==> src/assert_macros.svh <==
// Assertion helpers shared by the RTL
`ifndef ASSERT_MACROS_SVH
`define ASSERT_MACROS_SVH

// Property must hold at every edge outside reset
`define ASSERT_ALWAYS(label, prop, msg) \
  label: assert property (@(posedge clk) disable iff (!rst_n) (prop)) else $error(msg);

// Antecedent implies consequent in the next cycle
`define ASSERT_NEXT(label, ante, cons, msg) \
  label: assert property (@(posedge clk) disable iff (!rst_n) (ante) |=> (cons)) else $error(msg);

`endif

==> src/ucer_pkg.sv <==
package ucer_pkg;

  localparam int Ep0MaxPacket = 64;
  localparam int DescRomDepth = 64;
  localparam int RomInitLen = 59;
  localparam int CfgOffset = 18;

  localparam logic [2:0] KIND_SETUP = 3'd0;
  localparam logic [2:0] KIND_IN = 3'd1;
  localparam logic [2:0] KIND_OUT = 3'd2;
  localparam logic [2:0] KIND_BUS_RESET = 3'd3;

  localparam logic [1:0] HS_ACK = 2'd0;
  localparam logic [1:0] HS_NAK = 2'd1;
  localparam logic [1:0] HS_STALL = 2'd2;

  localparam logic [7:0] REQ_GET_STATUS = 8'd0;
  localparam logic [7:0] REQ_CLEAR_FEATURE = 8'd1;
  localparam logic [7:0] REQ_SET_ADDRESS = 8'd5;
  localparam logic [7:0] REQ_GET_DESCRIPTOR = 8'd6;
  localparam logic [7:0] REQ_GET_CONFIG = 8'd8;
  localparam logic [7:0] REQ_SET_CONFIG = 8'd9;
  localparam logic [7:0] REQ_GET_INTERFACE = 8'd10;

  localparam logic [7:0] DT_DEVICE = 8'd1;
  localparam logic [7:0] DT_CONFIG = 8'd2;

  localparam logic [7:0] EPA_IN2 = 8'h82;
  localparam logic [7:0] EPA_OUT2 = 8'h02;
  localparam logic [7:0] EPA_IN1 = 8'h81;
  localparam logic [7:0] EPA_OUT1 = 8'h01;

  // byte-source selects for the packet stream
  localparam logic [1:0] MODE_ZERO = 2'd0;
  localparam logic [1:0] MODE_ROM = 2'd1;
  localparam logic [1:0] MODE_CFG = 2'd2;

  typedef struct packed {
    logic [2:0] kind;
    logic [3:0] endpoint;
    logic       toggle_ok;
    logic [7:0] request_type;
    logic [7:0] request;
    logic [15:0] value;
    logic [15:0] windex;
    logic [15:0] wlength;
  } in_item_t;

  typedef struct packed {
    logic [7:0] data_byte;
    logic       has_data;
    logic       last;
    logic [6:0] ep0_tx_len;
    logic [1:0] ep0_tx_handshake;
    logic [1:0] ep0_rx_handshake;
    logic [1:0] ep0_toggles;
    logic [1:0] ep1_toggles;
    logic [1:0] ep2_toggles;
    logic [6:0] device_address;
    logic [7:0] config_value;
  } out_item_t;

  function automatic logic [7:0] rom_byte(input int unsigned i);
    logic [7:0] b;
    b = 8'h00;
    unique case (i)
      0: b = 8'h12;  1: b = 8'h01;  2: b = 8'h10;  3: b = 8'h01;
      4: b = 8'h00;  5: b = 8'h00;  6: b = 8'h00;  7: b = 8'h40;
      8: b = 8'h23;  9: b = 8'h01; 10: b = 8'h67; 11: b = 8'h45;
      12: b = 8'h00; 13: b = 8'h01; 14: b = 8'h00; 15: b = 8'h00;
      16: b = 8'h00; 17: b = 8'h01;
      18: b = 8'h09; 19: b = 8'h02; 20: b = 8'h29; 21: b = 8'h00;
      22: b = 8'h02; 23: b = 8'h01; 24: b = 8'h00; 25: b = 8'hE0;
      26: b = 8'h32;
      27: b = 8'h09; 28: b = 8'h04; 29: b = 8'h00; 30: b = 8'h00;
      31: b = 8'h01; 32: b = 8'h03; 33: b = 8'h01; 34: b = 8'h01;
      35: b = 8'h00;
      36: b = 8'h07; 37: b = 8'h05; 38: b = 8'h81; 39: b = 8'h03;
      40: b = 8'h08; 41: b = 8'h00; 42: b = 8'h01;
      43: b = 8'h09; 44: b = 8'h04; 45: b = 8'h01; 46: b = 8'h00;
      47: b = 8'h01; 48: b = 8'h03; 49: b = 8'h01; 50: b = 8'h02;
      51: b = 8'h00;
      52: b = 8'h07; 53: b = 8'h05; 54: b = 8'h82; 55: b = 8'h03;
      56: b = 8'h04; 57: b = 8'h00; 58: b = 8'h01;
      default: b = 8'h00;
    endcase
    return b;
  endfunction

endpackage

==> src/ucer_stream_if.sv <==
interface ucer_stream_if #(
  parameter type payload_t = logic
);
  logic     valid;
  logic     ready;
  payload_t payload;

  modport source (output valid, output payload, input ready);
  modport sink (input valid, input payload, output ready);
endinterface

==> src/usb_control_endpoint_responder.sv <==
// USB endpoint 0 standard-request responder. One event per input transfer;
// a setup or endpoint 0 IN that arms a packet of n bytes produces n result
// transfers (one byte each, last on the final one), any other event one
// result with has_data low. The event is decoded first, then each packet
// byte is read through the descriptor ROM's registered read port and then
// loaded into the output register; output backpressure can stall a byte.
// One item is in work at a time.
`include "assert_macros.svh"

module usb_control_endpoint_responder #(
  parameter int EP0_MAX_PACKET = ucer_pkg::Ep0MaxPacket,
  parameter int DESCRIPTOR_ROM_DEPTH = ucer_pkg::DescRomDepth
) (
  input logic clk,
  input logic rst_n,
  ucer_stream_if.sink   in_ch,
  ucer_stream_if.source out_ch
);
  localparam int AW = $clog2(DESCRIPTOR_ROM_DEPTH);
  localparam logic [15:0] MaxPkt = 16'(EP0_MAX_PACKET);
  localparam logic [15:0] RomDepth = 16'(DESCRIPTOR_ROM_DEPTH);
  localparam logic [AW-1:0] LastAddr = AW'(DESCRIPTOR_ROM_DEPTH - 1);

  typedef enum logic [2:0] {
    ST_IDLE = 3'b001,
    ST_SEND = 3'b010,
    ST_WAIT = 3'b100
  } state_t;

  state_t state_r, state_nxt;

  logic [AW-1:0] ptr_r, ptr_nxt;
  logic [15:0]   rem_r, rem_nxt;
  logic [7:0]    sreq_r, sreq_nxt;
  logic [6:0]    addr_r, addr_nxt;
  logic [7:0]    cfg_r, cfg_nxt;
  logic [1:0]    tog_r [3];
  logic [1:0]    tog_nxt [3];
  logic [1:0]    hstx_r [3];
  logic [1:0]    hstx_nxt [3];
  logic [1:0]    hsrx_r [3];
  logic [1:0]    hsrx_nxt [3];
  logic [6:0]    txlen_r, txlen_nxt;

  // byte streaming
  logic [6:0]    cnt_r, cnt_nxt;
  logic [6:0]    n_r, n_nxt;
  logic [1:0]    mode_r, mode_nxt;
  logic [AW-1:0] rd_addr_r, rd_addr_nxt;
  logic          rd_pend_r, rd_pend_nxt;
  logic [7:0]    rom_q;

  logic          ov_r, ov_nxt;
  ucer_pkg::out_item_t ob_r, ob_nxt;

  ucer_desc_rom #(.Depth(DESCRIPTOR_ROM_DEPTH)) u_rom (
    .clk(clk), .rd_addr(rd_addr_r), .rd_data(rom_q)
  );

  ucer_pkg::in_item_t it;
  assign it = in_ch.payload;
  assign in_ch.ready = (state_r == ST_IDLE) && !ov_r;
  assign out_ch.valid = ov_r;
  assign out_ch.payload = ob_r;

  function automatic logic [15:0] chunk(input logic [15:0] r);
    return (r >= MaxPkt) ? MaxPkt : r;
  endfunction

  // pointer plus one packet stays below twice the depth plus a packet
  function automatic logic [AW-1:0] wrap(input logic [15:0] v);
    logic [15:0] t;
    t = v;
    if (t >= RomDepth) t = t - RomDepth;
    if (t >= RomDepth) t = t - RomDepth;
    return t[AW-1:0];
  endfunction

  always_comb begin
    logic        err;
    logic [15:0] dlen;
    logic [15:0] len;
    logic [15:0] r;
    logic [3:0]  ep;
    ucer_pkg::out_item_t o;
    state_nxt = state_r;
    ptr_nxt = ptr_r; rem_nxt = rem_r; sreq_nxt = sreq_r;
    addr_nxt = addr_r; cfg_nxt = cfg_r; txlen_nxt = txlen_r;
    tog_nxt = tog_r; hstx_nxt = hstx_r; hsrx_nxt = hsrx_r;
    cnt_nxt = cnt_r; n_nxt = n_r; mode_nxt = mode_r;
    rd_addr_nxt = rd_addr_r; rd_pend_nxt = 1'b0;
    ov_nxt = ov_r; ob_nxt = ob_r;
    err = 1'b0; dlen = '0; len = '0; r = '0; ep = it.endpoint;
    o = '0;

    if (out_ch.valid && out_ch.ready) ov_nxt = 1'b0;

    unique case (state_r)
      ST_IDLE: begin
        if (in_ch.valid && in_ch.ready) begin
          len = '0;
          mode_nxt = ucer_pkg::MODE_ZERO;
          priority case (it.kind)
            ucer_pkg::KIND_SETUP: begin
              tog_nxt[0] = 2'b11;
              hsrx_nxt[0] = ucer_pkg::HS_ACK;
              hstx_nxt[0] = ucer_pkg::HS_NAK;
              r = it.wlength;
              sreq_nxt = it.request;
              if (it.request_type[6:5] != 2'b00) begin
                err = 1'b1;
              end else begin
                priority case (it.request)
                  ucer_pkg::REQ_GET_DESCRIPTOR: begin
                    priority if (it.value[15:8] == ucer_pkg::DT_DEVICE) begin
                      ptr_nxt = '0;
                      dlen = {8'd0, ucer_pkg::rom_byte(0)};
                    end else if (it.value[15:8] == ucer_pkg::DT_CONFIG) begin
                      ptr_nxt = wrap(16'(ucer_pkg::CfgOffset));
                      dlen = {8'd0, ucer_pkg::rom_byte(
                        (ucer_pkg::CfgOffset + 2) % DESCRIPTOR_ROM_DEPTH)};
                    end else begin
                      err = 1'b1;
                    end
                    if (r > dlen) r = dlen;
                    rd_addr_nxt = ptr_nxt;
                    mode_nxt = ucer_pkg::MODE_ROM;
                    ptr_nxt = wrap(16'(ptr_nxt) + chunk(r));
                  end
                  ucer_pkg::REQ_SET_ADDRESS: r = {8'd0, it.value[7:0]};
                  ucer_pkg::REQ_GET_CONFIG: begin
                    mode_nxt = ucer_pkg::MODE_CFG;
                    if (r > 16'd1) r = 16'd1;
                  end
                  ucer_pkg::REQ_SET_CONFIG: cfg_nxt = it.value[7:0];
                  ucer_pkg::REQ_CLEAR_FEATURE: begin
                    if (it.request_type[4:0] == 5'd2) begin
                      priority case (it.windex[7:0])
                        ucer_pkg::EPA_IN2: begin
                          tog_nxt[2] = tog_r[2] & 2'b10;
                          hstx_nxt[2] = ucer_pkg::HS_NAK;
                        end
                        ucer_pkg::EPA_OUT2: begin
                          tog_nxt[2] = tog_r[2] & 2'b01;
                          hsrx_nxt[2] = ucer_pkg::HS_ACK;
                        end
                        ucer_pkg::EPA_IN1: begin
                          tog_nxt[1] = tog_r[1] & 2'b10;
                          hstx_nxt[1] = ucer_pkg::HS_NAK;
                        end
                        ucer_pkg::EPA_OUT1: begin
                          tog_nxt[1] = tog_r[1] & 2'b01;
                          hsrx_nxt[1] = ucer_pkg::HS_ACK;
                        end
                        default: err = 1'b1;
                      endcase
                    end else begin
                      err = 1'b1;
                    end
                  end
                  ucer_pkg::REQ_GET_INTERFACE: if (r > 16'd1) r = 16'd1;
                  ucer_pkg::REQ_GET_STATUS: if (r > 16'd2) r = 16'd2;
                  default: err = 1'b1;
                endcase
              end
              if (err) begin
                hsrx_nxt[0] = ucer_pkg::HS_STALL;
                hstx_nxt[0] = ucer_pkg::HS_STALL;
                mode_nxt = ucer_pkg::MODE_ZERO;
              end else begin
                if (it.request_type[7]) begin
                  len = chunk(r);
                  r = r - len;
                end
                txlen_nxt = len[6:0];
                hstx_nxt[0] = ucer_pkg::HS_ACK;
              end
              rem_nxt = r;
            end
            ucer_pkg::KIND_IN: begin
              if (ep == 4'd0) begin
                if (sreq_r == ucer_pkg::REQ_GET_DESCRIPTOR) begin
                  len = chunk(rem_r);
                  rd_addr_nxt = ptr_r;
                  mode_nxt = ucer_pkg::MODE_ROM;
                  rem_nxt = rem_r - len;
                  ptr_nxt = wrap(16'(ptr_r) + len);
                  txlen_nxt = len[6:0];
                  tog_nxt[0] = tog_r[0] ^ 2'b01;
                end else begin
                  if (sreq_r == ucer_pkg::REQ_SET_ADDRESS) addr_nxt = rem_r[6:0];
                  else txlen_nxt = '0;
                  hsrx_nxt[0] = ucer_pkg::HS_ACK;
                  hstx_nxt[0] = ucer_pkg::HS_NAK;
                  tog_nxt[0] = 2'b00;
                end
              end else if (ep == 4'd1 || ep == 4'd2) begin
                tog_nxt[ep[1:0]] = tog_r[ep[1:0]] ^ 2'b01;
                hstx_nxt[ep[1:0]] = ucer_pkg::HS_NAK;
              end
            end
            ucer_pkg::KIND_OUT: begin
              if ((ep == 4'd1 || ep == 4'd2) && it.toggle_ok)
                tog_nxt[ep[1:0]] = tog_r[ep[1:0]] ^ 2'b10;
            end
            ucer_pkg::KIND_BUS_RESET: begin
              addr_nxt = '0;
              for (int i = 0; i < 3; i++) begin
                tog_nxt[i] = 2'b00;
                hsrx_nxt[i] = ucer_pkg::HS_ACK;
                hstx_nxt[i] = ucer_pkg::HS_NAK;
              end
            end
            default: ;
          endcase
          n_nxt = len[6:0];
          cnt_nxt = '0;
          if (len == '0) begin
            state_nxt = ST_WAIT;
          end else begin
            state_nxt = ST_SEND;
            rd_pend_nxt = 1'b1;
            rd_addr_nxt = rd_addr_nxt;
          end
        end
      end
      ST_SEND: begin
        // rom_q holds the byte at the address read last cycle
        if (!ov_nxt && !rd_pend_r) begin
          o.data_byte = (mode_r == ucer_pkg::MODE_ROM) ? rom_q :
                        (mode_r == ucer_pkg::MODE_CFG && cnt_r == '0) ? cfg_r : 8'd0;
          o.has_data = 1'b1;
          o.last = (cnt_r == n_r - 7'd1);
          o.ep0_tx_len = txlen_r;
          o.ep0_tx_handshake = hstx_r[0];
          o.ep0_rx_handshake = hsrx_r[0];
          o.ep0_toggles = tog_r[0];
          o.ep1_toggles = tog_r[1];
          o.ep2_toggles = tog_r[2];
          o.device_address = addr_r;
          o.config_value = cfg_r;
          ob_nxt = o;
          ov_nxt = 1'b1;
          cnt_nxt = cnt_r + 7'd1;
          if (o.last) begin
            state_nxt = ST_IDLE;
          end else begin
            rd_addr_nxt = (rd_addr_r == LastAddr) ? '0 : rd_addr_r + AW'(1);
            rd_pend_nxt = 1'b1;
          end
        end else if (rd_pend_r) begin
          rd_pend_nxt = 1'b0;
        end
      end
      ST_WAIT: begin
        if (!ov_nxt) begin
          o.last = 1'b1;
          o.ep0_tx_len = txlen_r;
          o.ep0_tx_handshake = hstx_r[0];
          o.ep0_rx_handshake = hsrx_r[0];
          o.ep0_toggles = tog_r[0];
          o.ep1_toggles = tog_r[1];
          o.ep2_toggles = tog_r[2];
          o.device_address = addr_r;
          o.config_value = cfg_r;
          ob_nxt = o;
          ov_nxt = 1'b1;
          state_nxt = ST_IDLE;
        end
      end
      default: state_nxt = ST_IDLE;
    endcase
  end

  always_ff @(posedge clk) begin
    if (!rst_n) begin
      state_r <= ST_IDLE;
      ptr_r <= '0; rem_r <= '0; sreq_r <= '0;
      addr_r <= '0; cfg_r <= '0; txlen_r <= '0;
      for (int i = 0; i < 3; i++) begin
        tog_r[i] <= 2'b00;
        hstx_r[i] <= ucer_pkg::HS_NAK;
        hsrx_r[i] <= ucer_pkg::HS_ACK;
      end
      ov_r <= 1'b0;
      rd_pend_r <= 1'b0;
      cnt_r <= '0; n_r <= '0;
    end else begin
      state_r <= state_nxt;
      ptr_r <= ptr_nxt; rem_r <= rem_nxt; sreq_r <= sreq_nxt;
      addr_r <= addr_nxt; cfg_r <= cfg_nxt; txlen_r <= txlen_nxt;
      tog_r <= tog_nxt; hstx_r <= hstx_nxt; hsrx_r <= hsrx_nxt;
      ov_r <= ov_nxt;
      rd_pend_r <= rd_pend_nxt;
      cnt_r <= cnt_nxt; n_r <= n_nxt;
    end
  end

  always_ff @(posedge clk) begin
    mode_r <= mode_nxt;
    rd_addr_r <= rd_addr_nxt;
    ob_r <= ob_nxt;
  end

  `ASSERT_ALWAYS(a_onehot_state, $onehot(state_r), "state not one-hot")
  `ASSERT_ALWAYS(a_no_accept_busy, !(in_ch.ready && state_r != ST_IDLE), "ready while busy")
  `ASSERT_ALWAYS(a_len_bound, txlen_r <= 7'(EP0_MAX_PACKET), "armed length too big")
  `ASSERT_NEXT(a_wait_one, state_r == ST_WAIT && !ov_r, ov_r && ob_r.last && !ob_r.has_data,
    "idle result missing")
endmodule

==> src/ucer_desc_rom.sv <==
// Descriptor ROM as a synchronous memory with a registered read port
module ucer_desc_rom #(
  parameter int Depth = ucer_pkg::DescRomDepth
) (
  input  logic                     clk,
  input  logic [$clog2(Depth)-1:0] rd_addr,
  output logic [7:0]               rd_data
);
  logic [7:0] mem [Depth];

  always_comb begin
    for (int i = 0; i < Depth; i++) begin
      mem[i] = ucer_pkg::rom_byte(i);
    end
  end

  always_ff @(posedge clk) begin
    rd_data <= mem[rd_addr];
  end
endmodule
==> src/flat_wrapper.sv <==
// flat-port wrapper written by rule: the top's interface ports become plain ports
module usb_control_endpoint_responder_flat 
#(
  parameter int EP0_MAX_PACKET = ucer_pkg::Ep0MaxPacket,
  parameter int DESCRIPTOR_ROM_DEPTH = ucer_pkg::DescRomDepth
)
  (clk, rst_n, in_ch_valid, in_ch_payload, in_ch_ready, out_ch_valid, out_ch_payload, out_ch_ready);
  ucer_stream_if in_ch_i ();
  ucer_stream_if out_ch_i ();
  input logic clk;
  input logic rst_n;
  input wire logic [$bits(in_ch_i.valid)-1:0] in_ch_valid;
  input wire logic [$bits(in_ch_i.payload)-1:0] in_ch_payload;
  output wire logic [$bits(in_ch_i.ready)-1:0] in_ch_ready;
  output wire logic [$bits(out_ch_i.valid)-1:0] out_ch_valid;
  output wire logic [$bits(out_ch_i.payload)-1:0] out_ch_payload;
  input wire logic [$bits(out_ch_i.ready)-1:0] out_ch_ready;
  assign in_ch_i.valid = in_ch_valid;
  assign in_ch_i.payload = in_ch_payload;
  assign in_ch_ready = in_ch_i.ready;
  assign out_ch_valid = out_ch_i.valid;
  assign out_ch_payload = out_ch_i.payload;
  assign out_ch_i.ready = out_ch_ready;
  usb_control_endpoint_responder #(.EP0_MAX_PACKET(EP0_MAX_PACKET), .DESCRIPTOR_ROM_DEPTH(DESCRIPTOR_ROM_DEPTH)) u_core (.clk(clk), .rst_n(rst_n), .in_ch(in_ch_i), .out_ch(out_ch_i));
endmodule
==> config.mk <==
export PLATFORM = sky130hd
export DESIGN_NAME = usb_control_endpoint_responder_flat
export DESIGN_NICKNAME = d
export VERILOG_FILES = /design/src/ucer_pkg.sv /design/src/ucer_stream_if.sv /design/src/usb_control_endpoint_responder.sv /design/src/ucer_desc_rom.sv /design/src/flat_wrapper.sv
export VERILOG_INCLUDE_DIRS = /design/src /design/src/src
export SDC_FILE = /design/constraint.sdc
export NUM_CORES = 1
export LEC_CHECK = 0
export BUFFER_PORTS_ARGS = -buffer_cell sky130_fd_sc_hd__buf_4
export CAP_MARGIN = 20
export CORE_AREA = 3 3 40 42
export CTS_CLUSTER_DIAMETER = 150
export DETAILED_ROUTE_END_ITERATION = 10
export DIE_AREA = 0 0 43 45
export PLACE_DENSITY_LB_ADDON = 0.12
export REMOVE_ABC_BUFFERS = 1
export SETUP_SLACK_MARGIN = 0.5
export SYNTH_ARGS = -nofsm -noshare
export SYNTH_HDL_FRONTEND = slang
export SYNTH_SLANG_ARGS = --single-unit
==> constraint.sdc <==
create_clock -name clk -period 0.9 [get_ports clk]
set_input_delay 0.045 -clock clk [delete_from_list [all_inputs] [get_ports clk]]
set_output_delay 0.045 -clock clk [all_outputs]
set_load 0.01 [all_outputs]
## Word level (Yosys, flattened, before mapping)

Cells that the tools add are included.

- Register bits after elaboration: 20
- Output and inout bits: 3
- Word-level logic and storage cells: 52
- Input port bits: 5

- Mux-type cells: 22
- Add/sub/neg operators: 2
- Equality and inequality tests: 8
- Reduce and logical (&&, ||, !) cells: 14

Operators with widths:

| kind | number |
|---|---|
| $mux W16 | 2 |
| $logic_not A16 Y1 | 1 |
| $mux W3 | 5 |
| $mux W7 | 2 |
| $pmux W7 S2 | 1 |
| $pmux W3 S3 | 1 |
| $mux W1 | 8 |
| $add A7 B1 Y7 const B | 1 |
| $eq A7 B7 Y1 | 1 |
| $sub A7 B1 Y7 const B | 1 |
| $pmux W1 S2 | 3 |
| $reduce_and A3 Y1 | 2 |
| $logic_and A1 B1 Y1 | 4 |
| $ne A2 B1 Y1 const B | 2 |
| $ne A2 B2 Y1 const B | 2 |
| $reduce_and A4 Y1 | 1 |
| $reduce_bool A2 Y1 | 2 |
| $eq A3 B1 Y1 const B | 1 |
| $eq A3 B2 Y1 const B | 1 |
| $eq A3 B3 Y1 const B | 1 |
| $logic_not A1 Y1 | 3 |
| $reduce_and A2 Y1 | 1 |

## Longest topological paths before layout

Gate-level depths: netlist (run 1).

- Word-level depth: 9
- Depth in mapped cells: 2
- Depth with buffers taken out: 2

## Worst setup path after synthesis (run 1)

OpenSTA, ideal clock, no wires.

- Path type: register to register
- Start: register u_core.ov_r, in the netlist u_core.out_ch.valid
- End: register u_core.state_r[2]
- Setup slack: 0.003 ns
- Stages on the path, launching flop included: 3
- Library setup time: 0.115 ns
- Arrival time: 0.782 ns
- Clock period less this slack: 0.897 ns
- Required time: 0.785 ns
- Buffers on the path: 0
- Cell sequence: dfxtp_1 > and4bb_1 > o21a_1

- Word-level cells in the longest chain between the ends: 6
- Elaborated cells between the ends (all ways): 11
- Those cells by class: 3 x eq/ne; 1 x mux; 7 x reduce/logical

RTL lines:

| item | line | source |
|---|---|---|
| from (decl) | usb_control_endpoint_responder.sv:53 | `logic ov_r, ov_nxt;` |
| from (signal assigned) | usb_control_endpoint_responder.sv:293 | `ov_r <= ov_nxt;` |
| $logic_and A1 B1 Y1 | usb_control_endpoint_responder.sv:96 | `if (out_ch.valid && out_ch.ready) ov_nxt = 1'b0;` |
| $mux W1 | usb_control_endpoint_responder.sv:96 |  |
| $logic_not A1 Y1 | usb_control_endpoint_responder.sv:229 | `if (!ov_nxt && !rd_pend_r) begin` |
| $logic_and A1 B1 Y1 | usb_control_endpoint_responder.sv:229 |  |
| $ne A2 B1 Y1 (no source line) | - |  |
| $reduce_and A4 Y1 (no source line) * | - |  |
| to (signal assigned) | usb_control_endpoint_responder.sv:289 | `state_r <= state_nxt;` |
| to (decl) | usb_control_endpoint_responder.sv:30 | `state_t state_r, state_nxt;` |

Every way passes the cells marked *; elsewhere a longest branch is shown, timed or not.
A chain may end at the register's enable or synchronous reset.

## Worst setup path in the final report (run 1)

- Start: register u_core.ov_r, in the netlist u_core.out_ch.valid
- End: output port in_ch_ready

- Word-level cells in the longest chain between the ends: 2

RTL lines:

| item | line | source |
|---|---|---|
| $logic_not A1 Y1 | usb_control_endpoint_responder.sv:62 | `assign in_ch.ready = (state_r == ST_IDLE) && !ov_r;` |
| $logic_and A1 B1 Y1 | usb_control_endpoint_responder.sv:62 |  |
| to (decl) | flat_wrapper.sv:14 | `output wire logic [$bits(in_ch_i.ready)-1:0] in_ch_ready;` |

Every way passes these cells.

==> results of run 1 <==
logic make-up after synthesis:
logic type	count (synthesis)	share of synthesized area, %
other	1	2.75
flip-flops	3	44.0
AO/OA/AOI/OAI	3	14.7
buffers and inverters	1	5.51
AND/OR/NAND/NOR	5	33.0
timing repair:
action,4_1_cts,5_1_grt
pin swaps,2,1
endpoints found under the hold margin,1,0
setup endpoints to repair,5,5
setup buffers,1,0
gates cloned,0,0
resized for setup,6,0
placed cells by master, fill, tap and decap left out:
| cell type | n |
|---|---|
| clkbuf_4 | 3 |
| o21a_1 | 1 |
| and4bb_1 | 2 |
| clkbuf_1 | 1 |
| nand2b_1 | 2 |
| buf_6 | 2 |
| dfxtp_2 | 3 |
| buf_4 | 5 |
| nor3b_2 | 1 |
| a21boi_1 | 1 |
| conb_1 | 1 |
| o21ai_1 | 1 |
through the flow:
step / setup slack [ns] / power [mW] / instance area [µm²]
after floorplan: 0.00300 / 0.167 / 129
after global placement: 0.0178 / 0.192 / 193
after detailed placement: 0.0251 / 0.192 / 193
after CTS: -0.112 / 0.441 / 243
after global routing: -0.134 / 0.464 / 243
final: -0.0878 / 0.428 / 243
final cells by class:
cell class / instances / area, µm²
repair buffers: 7 / 60.1
well taps: 15 / 18.8
flip-flops and latches: 3 / 63.8
fillers: 149 / 1040
multi-input cells: 9 / 73.8
clock buffers: 4 / 26.3
worst max-delay path, stage by stage (launching register included):
cell     delay [ns]
dfxtp_2        0.32
buf_6          0.11
nor3b_2        0.14
buf_4          0.14
per-layer routing:
metal  share of wire (%)  routed length [µm]
met5                   0                   0
met2                  43                 133
met1                  42                 130
met4                   0                   0
met3                  15                  46
power by group:
part	switching (mW)	internal (mW)	total (mW)
Clock	0.0661	0.166	0.232
Combinational	0.0164	0.0313	0.0477
Sequential	0.00642	0.142	0.148
flip-flops by register name, indices dropped and copies added, names as in the netlist:
register             count
u_core.out_ch.valid      1
u_core.state_r           2
path summary, 6_finish.rpt:
path / startpoint / to / cells past startpoint
setup / recovery: u_core.out_ch.valid$_SDFF_PN0_ / in_ch_ready / 3
hold / removal: rst_n / u_core.state_r[0]$_SDFFE_PN1P_ / 2
setup reg to reg: u_core.out_ch.valid$_SDFF_PN0_ / u_core.state_r[2]$_SDFFE_PN0P_ / 2
hold reg to reg: u_core.state_r[2]$_SDFFE_PN0P_ / u_core.out_ch.valid$_SDFF_PN0_ / 2
==> impl_metrics.toml, run 1 <==
[logic_synthesis]
synth.distinct_cells = 9
synthFlopType = "dfxtp_1"
yosys_warnings = 0
synth_commonest_cells = "dfxtp_1, and4bb_1, nand2b_1"
async_reset_ff_share_pct = 0
post-synth-top-count-cell = "dfxtp_1"
synthTopCellsByArea = "dfxtp_1, and4bb_1, nand2b_1"
yosysTopAreaCellShare_pct = 44.0
syn_area_um2 = 136
postSynthAreaPerCell_um2 = 10.5
syn-instance-count = 13
synth_edf_count = 0
synth_top_area_cell = "dfxtp_1"
seq_area_frac_synth_pct = 44.0
ys_ff_latch = 3

[power_and_ir_drop]
ir_drop_mv = 0.325
power_leakage_nw = 0.105
power_density_mw_per_mm2 = 1760

[clocking]
root_buffer = "clkbuf_4"
numCtsBuffers = 3
htree_levels = 1
cts_tree = "done"
clock_latency_ns = 0.23
path_clk_slew_ns = 0.04
cts.sinks = 3
clockBufferDepth = 2

[timing]
clock_skew_ns = 0.000272
post-route-min-period_ns = 0.988
setup-tns-final_ns = -0.128
setup_ws_ns = -0.0878
hold_violations = 1
fin_crit_sh_pct = 110
fmax_mhz = 1010
rsz0062_at_grt = "yes"
finalSetupViolCount = 2
slew_violations = 0
hold_ws_ns = -0.00394

[setup_path]
r2r_setup_slack_ns = 0.04
cp_max_fo = 4
worstPathRequired_ns = 0.85
cp_data_arrival_time_ns = 0.94
start_kind = "flip-flop"
path_class = "flip-flop to output port"
end_kind = "output port"

[global_route]
grt_pass1_vias = 150
use_met3_pct = 5.58
top_usage_layer = "met2"
antenna_found_initial = 0
grt_max_degree = 5
grt_use_met2_pct = 5.99
gr-total-overflow = 0
grt_use_total_pct = 4.82
grt.met1_usage_pct = 4.32
grt_pass1_wl_um = 600

[layout]
drive_gt1_share_pct = 60.9
finalNetCount = 29
syn_to_final_growth_pct = 78.0
n_antenna_cell = 0
final_util_pct = 18.9
final_cells = 38

[job]
maxCapViolCount = 0

[detailed_routing]
drt-total-wl_um = 310
vias = 127
drtIter0Drc = 2
wire_per_inst_um = 8.16
vias_per_cell = 3.34
drc = 0
first_pass_iters = 2
drtAntennaViolNets = 0

[floorplan]
die_w_um = 43
num_rows = 13
fp.dieArea_mm2 = 0.00194
ios = 8
start_util_pct = 10.6
core_area_mm2 = 0.00128
die_h_um = 45

[min_path]
hp-class = "input pin to flip-flop"

[run_status]
violations = "negative hold slack, negative setup slack"
status = "finished, violations left"

[place]
place_congestion = 0.619
placed_cells_incl_taps = 33
port_buffers = 5
Power figures use the tool's default switching activity.
==> inputs of run 2 (changes only) <==
--- a/config.mk
+++ b/config.mk
@@ -6,15 +6,16 @@
 export SDC_FILE = /design/constraint.sdc
 export NUM_CORES = 1
 export LEC_CHECK = 0
-export BUFFER_PORTS_ARGS = -buffer_cell sky130_fd_sc_hd__buf_4
 export CAP_MARGIN = 20
 export CORE_AREA = 3 3 40 42
 export CTS_CLUSTER_DIAMETER = 150
 export DETAILED_ROUTE_END_ITERATION = 10
 export DIE_AREA = 0 0 43 45
+export DONT_BUFFER_PORTS = 1
+export MAX_ROUTING_LAYER = met4
 export PLACE_DENSITY_LB_ADDON = 0.12
 export REMOVE_ABC_BUFFERS = 1
-export SETUP_SLACK_MARGIN = 0.5
+export SETUP_SLACK_MARGIN = 0.05
 export SYNTH_ARGS = -nofsm -noshare
 export SYNTH_HDL_FRONTEND = slang
 export SYNTH_SLANG_ARGS = --single-unit
==> run 2 against run 1 <==
Critical path type unchanged; worst setup slack worse by 0.014 ns; fmax fell by 1.4%; wire length up 9.0%; sequential power about the same; the run ends with negative setup slack left; register-to-register slack about the same; utilization is 0.29 points lower; first-iteration DRC count grew 50%; clock-buffer cell count did not move; global-route usage rose by 0.15 points; critical endpoint unchanged; critical path depth is the same.
==> impl_metrics.toml, run 2 (synthesis gave the netlist of run 1 again) <==
[run_status]
status = "finished, violations left"
violations = "negative setup slack"

[setup_path]
end_kind = "output port"
path_class = "flip-flop to output port"
cp.depth = 3
r2r_start = "u_core.out_ch.valid$_SDFF_PN0_"
cp_data_arrival_time_ns = 0.96
crit_chain = "buf_6 -> nor3b_2 -> buf_4"
r2r_cells = 2
start_kind = "flip-flop"
worst_r2r_endpoint = "u_core.state_r[2]$_SDFFE_PN0P_"
critPathSlowestCell = "dfxtp_2"
cp_max_fo = 4
path_buf_inv = 2
r2r_setup_slack_ns = 0.04
max_stage_delay_ns = 0.33
crit_family = "flip-flops"
worstPathRequired_ns = 0.85

[layout]
syn_to_final_growth_pct = 75.2
final_common_cell = "clkbuf_4"
top_register = "u_core.state_r"
n_antenna_cell = 0
finalNetCount = 28
drive_gt1_share_pct = 45.5
largest_reg_flops = 2
final_util_pct = 18.6

[clocking]
cts.sinks = 3
clockBufferDepth = 2
path_clk_slew_ns = 0.04
htree_levels = 1
clock_latency_ns = 0.23
root_buffer = "clkbuf_4"
numCtsBuffers = 3
cts_tree = "done"

[timing]
clock_skew_ns = 0.00167
slew_violations = 0
hold_violations = 0
setup-tns-final_ns = -0.151
finalSetupViolCount = 2
fin_crit_sh_pct = 111
fmax_mhz = 998
rsz0062_at_grt = "yes"
setup_ws_ns = -0.102
post-route-min-period_ns = 1.00
hold_ws_ns = 0.134

[place]
place_congestion = 0.628
hpwl_um = 230
port_buffers = 0

[min_path]
whs_path_depth = 2
hp-class = "input pin to flip-flop"
min_from = "in_ch_valid"
hold_path_end = "u_core.state_r[0]$_SDFFE_PN1P_"

[floorplan]
fp.dieArea_mm2 = 0.00194
die_w_um = 43
core_area_mm2 = 0.00128
start_util_pct = 10.6
die_h_um = 45
num_rows = 13
ios = 8

[global_route]
grt_pass1_vias = 134
gr-total-overflow = 0
grt_max_degree = 5
antenna_found_initial = 0
grt_pass1_wl_um = 545
grt_use_total_pct = 4.97

[detailed_routing]
m1WireLength_um = 135
wire_per_inst_um = 9.14
vias = 128
routed-wl-met3_um = 59
drc = 0
routed.top_layer = "met3"
first_pass_iters = 2
drtAntennaViolNets = 0
dr_wl_met2_um = 143
drtIter0Drc = 3
vias_per_cell = 3.46
drt-total-wl_um = 338

[power_and_ir_drop]
ir_drop_mv = 0.569
power_density_mw_per_mm2 = 1800
power_mw = 0.430
power_leakage_nw = 0.0992

[job]
maxCapViolCount = 0
-- run 2: cell type report --
type,instances,area [µm²]
clock buffer,4,26.3
fill,145,1050
multi-input combinational,9,73.8
sequential,3,62.6
tap,15,18.8
timing repair buffer,6,57.6
-- run 2: worst register-to-register path, delay by kind of cell, from the launching register on --
family / cells / cell delay, ns
AOI/OAI and AO/OA: 1 / 0.16
DFF: 1 / 0.35
and+or+nand+nor: 1 / 0.24
-- run 2: how the worst max path moves through the flow --
stage	endpoint	slack [ns]	startpoint
3_3_place_gp	u_core.state_r[2]$_SDFFE_PN0P_	0.02	u_core.out_ch.valid$_SDFF_PN0_
3_5_place_dp	u_core.state_r[2]$_SDFFE_PN0P_	0.02	u_core.out_ch.valid$_SDFF_PN0_
4_1_cts	in_ch_ready	-0.13	u_core.out_ch.valid$_SDFF_PN0_
5_1_grt	in_ch_ready	-0.14	u_core.out_ch.valid$_SDFF_PN0_
2_1_floorplan	u_core.state_r[2]$_SDFFE_PN0P_	0.003	u_core.out_ch.valid$_SDFF_PN0_
6_report	in_ch_ready	-0.10	u_core.out_ch.valid$_SDFF_PN0_
-- run 2: per-layer routing --
layer	track usage [%]	vias to the layer above
li1	-	62
met1	3.37	60
met2	5.39	6
met3	7.97	0
met4	3.61	0
met5	-	-
-- run 2: where the power goes --
group	switching [mW]	total, mW	internal (mW)
sequential	0.00623	0.148	0.141
combinational	0.0155	0.0444	0.0289
clock	0.0715	0.238	0.166
total	0.0933	0.430	0.337
-- run 2: what timing repair did --
action	CTS	global route
setup endpoints to repair	3	3
resized for setup	5	0
pin swaps	2	2
hold buffers	2	0
hold endpoints to repair	3	0
buffers inserted	1	0
-- run 2: metrics by stage --
| step | setup slack (ns) | instance area, µm² | cells |
|---|---|---|---|
| after floorplan | 0.00300 | 129 | 12 |
| after global placement | 0.0176 | 170 | 30 |
| after detailed placement | 0.0204 | 170 | 30 |
| after CTS | -0.125 | 239 | 37 |
| after global routing | -0.143 | 239 | 37 |
| final | -0.102 | 239 | 37 |
